**src/rtl/umrc_ram.sv**
```systemverilog
// Generic single-write, single-read RAM with registered read data.
module umrc_ram #(
    parameter int WIDTH  = 8,
    parameter int DEPTH  = 16,
    parameter int ADDR_W = (DEPTH > 1) ? $clog2(DEPTH) : 1
) (
    input  logic              clk,
    input  logic              wr_en,
    input  logic [ADDR_W-1:0] wr_addr,
    input  logic [WIDTH-1:0]  wr_data,
    input  logic [ADDR_W-1:0] rd_addr,
    output logic [WIDTH-1:0]  rd_data
);

    logic [WIDTH-1:0] mem [DEPTH];
    logic [WIDTH-1:0] rd_data_reg;

    always_ff @(posedge clk)
    begin
        if (wr_en)
        begin
            mem[wr_addr] <= wr_data;
        end
        rd_data_reg <= mem[rd_addr];
    end

    assign rd_data = rd_data_reg;

endmodule

```
**config.mk**
```make
export PLATFORM = sky130hd
export DESIGN_NAME = umrc_ram
export DESIGN_NICKNAME = d
export VERILOG_FILES = /design/src/rtl/umrc_ram.sv
export SDC_FILE = /design/constraint.sdc
export NUM_CORES = 1
export LEC_CHECK = 0
export ABC_CLOCK_PERIOD_IN_PS = 1900
export BUFFER_PORTS_ARGS = -buffer_cell sky130_fd_sc_hd__buf_2
export CORE_MARGIN = 2
export CORE_UTILIZATION = 35
export CTS_CLUSTER_SIZE = 20
export DETAILED_ROUTE_END_ITERATION = 7
export RECOVER_POWER = 100
export SETUP_SLACK_MARGIN = 0.3
export SYNTH_ARGS = -nofsm -noshare
export SYNTH_HDL_FRONTEND = slang
export SYNTH_SLANG_ARGS = --single-unit
```
**constraint.sdc**
```tcl
create_clock -name clk -period 1.9 [get_ports clk]
set_input_delay 0.285 -clock clk [delete_from_list [all_inputs] [get_ports clk]]
set_output_delay 0.285 -clock clk [all_outputs]
set_load 0.1 [all_outputs]
```
==> results.md <==
* Multi-input gate area at 1060 um2
* CP max-delay cell: clkbuf_2
* Via density at 4.95
* Crit end category: output port
* Post-CTS Setup Inserts at 0
* Number of global-route vias before repair at 2561
* # fillers at approximately 1.3k
* Pin count of the biggest net entering global routing at 25
* Clk Latency, worst-skew pair at 0.40 ns
* Mux contribution to synthesized area at 15.0%
* Clock sink total at about 140
* Post-route cell area at 6130 um2
* Leading area contributor after synthesis: edfxtp_1
* RSZ-0062 raised after global routing: false
* Crit share post-route at between 80% and 90%
* Post-CTS sizing at 0
* Slew margin rel. at 47.7%
* Main combinational cell family by area after synthesis: multiplexers
* Outcome: completed
* # IOs at 26
* Critical path's largest stage delay at 0.48 ns
* Critical path, cell by cell: clkbuf_2
* Max cap viols at 0
* Htree depth at 4
* Mapped Nets at 247
* Global-route wire length before repair at 15.4 mm
* XOR/XNOR Fraction of Synth Area at 0%
* Critical Path RT at 1.62 ns
* Area contributors post-synth: edfxtp_1 (75%), mux4_2 (7.9%), mux4_1 (7.1%), dfxtp_1 (3.1%), a22oi_1 (2.3%)
* Critical path's top delay family: buffers and inverters
* Crit. path cell count at 1
* Clock buffer count from CTS at 17
* YS warnings at 0
* Final Hold Vio Count at 0
* CTS Hold Bufs at 0
* WHS Path Cells at 1
* Placed cell area at about 5600 um2
* # port buffers at 25
* Die Ht at 125 um
* FF-to-FF path depth at 3
* Max Root-Sink Buffers at 2
* Post-layout min period at ~1.5 ns
* Largest register FFs at about 130
* GRT Util Overall at 13.5%
* Avg WL per Cell at 20.4 um
* VDD IR max at between 500 and 600 uV
* Cell leakage power at 2.00 nW
* Final GP Congestion at ~0.72
* Die Footprint at 15700 um2
* TritonCTS clock tree: done
* Fmax at roughly 650 MHz
* Final Net Count at 301
* Total Power at roughly 7.1 mW
* Post-route DRC violation count at 0
* Die width at ~130 um
* Via count at 2374
* Max Slew Vio Count at 0
* Hold/Removal Path Class: in -> reg
* Starting density of the core at between 30% and 40%
* Yosys top cell area share at 74.7%
* Mapped Cells at ~230
* Worst-path fanout max at 1
* Ant. Diodes at 0
* CP arrival at 1.25 ns
* Simple logic cell fraction of the synthesized area at 3.18%
* Final setup fails at 0
* Count of different cell masters after synthesis at 19
* Rows at 44
* Layout area overhead at 19.1%
* Setup tns final at 0 ns
* Post-Syn Area at 5150 um2
* Initial DRC count at 167
* Compound-Gate Fraction of Synth Area at 2.33%
* Clk pin slew, worst setup/hold paths at around 0.05 ns
* Synth Area per Inst at 22.5 um2
* TritonRoute pass-1 iters at 5
* Clock Skew at 0.00547 ns
* Routed Antenna Nets at 0
* Type of origin of the critical path: register
* Total gr overflow at 0
* Worst Max-Slew Pin Slew at 0.783 ns
* Final HPWL DP at 6.47 mm
* Number of synthesized register bits at 136
* Placeable Area at ~14000 um2
* Critical path class: reg -> out
* Layout cell share with drive strength beyond 1 at 21.6%
* Reg area at 4000 um2
* Final wirelength at about 10 mm
* CP bufs+invs at 1
* Initial antenna violation count at 0
* Power Density at ~1200 nW/um2
* Clock Root Buffer: clkbuf_16
* Synth Area in Adders at 0%
* Post-synthesis sequential area ratio at 77.8%
logic make-up after synthesis:
kind of cell / after synthesis
buffers and inverters: 10
AND/OR/NAND/NOR: 35
AO/OA/AOI/OAI: 16
multiplexers: 32
flip-flops: 136
power breakdown:
group	internal, mW	switching (mW)
Clock	2.16	1.11
Sequential	3.36	0.0216
Combinational	0.130	0.314
Total	5.65	1.45
cell type report:
type                            count  area share, %
Timing Repair Buffer               45           3.88
Tap cell                          184           3.76
Multi-Input combinational cell     83           17.2
Sequential cell                   136           65.3
Clock inverter                      8           1.96
Clock buffer                       24           7.86
stage by stage:
stage                     std cells  setup WS [ns]  hold WS [ns]  util (%)
after floorplan                 229          0.349         0.384         -
after global placement          448          0.217         0.653      38.9
after detailed placement        448          0.213         0.669      38.9
after CTS                       480          0.348         0.255      43.1
after global routing            480          0.288         0.441      42.5
final                           480          0.370         0.398      42.5
cell usage in the layout, fill, tap and decap left out:
cell type and instances:
a22oi_1 16, and2_1 1, and2b_1 1, buf_12 3, buf_2 5, buf_4 1, bufinv_16 3, clkbuf_1 32
clkbuf_16 17, clkbuf_2 8, clkbuf_8 3, clkinv_2 3, clkinvlp_4 2, dfxtp_1 8, edfxtp_1 128, mux4_1 14
mux4_2 18, nand2_1 9, nand2b_1 2, nand3_1 1, nand3b_1 2, nor2_1 13, nor2b_1 1, nor3_1 4
or3b_2 1
worst register-to-register path, cell delays in order (launching register included):
cell,delay (ns)
edfxtp_1,0.37
mux4_2,0.48
a22oi_1,0.29
nand2_1,0.10
synth_stat cells:
cell	count
or3b_2	1
buf_4	1
nand2b_1	2
nand3b_1	2
clkdlybuf4s25_2	3
and2b_1	1
mux4_1	14
a22oi_1	16
nor2b_1	1
nor2_1	13
and2_1	1
mux4_2	18
buf_2	3
nand2_1	9
dfxtp_1	8
nand3_1	1
edfxtp_1	128
nor3_1	4
buf_6	3
path summary, 6_finish.rpt:
check                                     startpoint                  end  slack (ns)
worst max-delay path              rd_data[4]$_DFF_P_           rd_data[4]        0.37
worst min-delay path                      wr_data[4]  mem[8][4]$_DFFE_PP_        0.40
worst max register to register   mem[4][6]$_DFFE_PP_   rd_data[6]$_DFF_P_        0.55
worst min register to register  mem[11][5]$_DFFE_PP_   rd_data[5]$_DFF_P_        0.68
metal layers:
layer | vias up | track usage [%] | part of all wire (%)
met1 | 1229 | 18.2 | 45
li1 | 1083 | - | -
met3 | 5 | 4.28 | 5.4
met4 | 0 | 4.31 | 0.44
met5 | - | 0 | 0
met2 | 57 | 21.2 | 49
No activity file was read; power rests on OpenSTA's default activity.
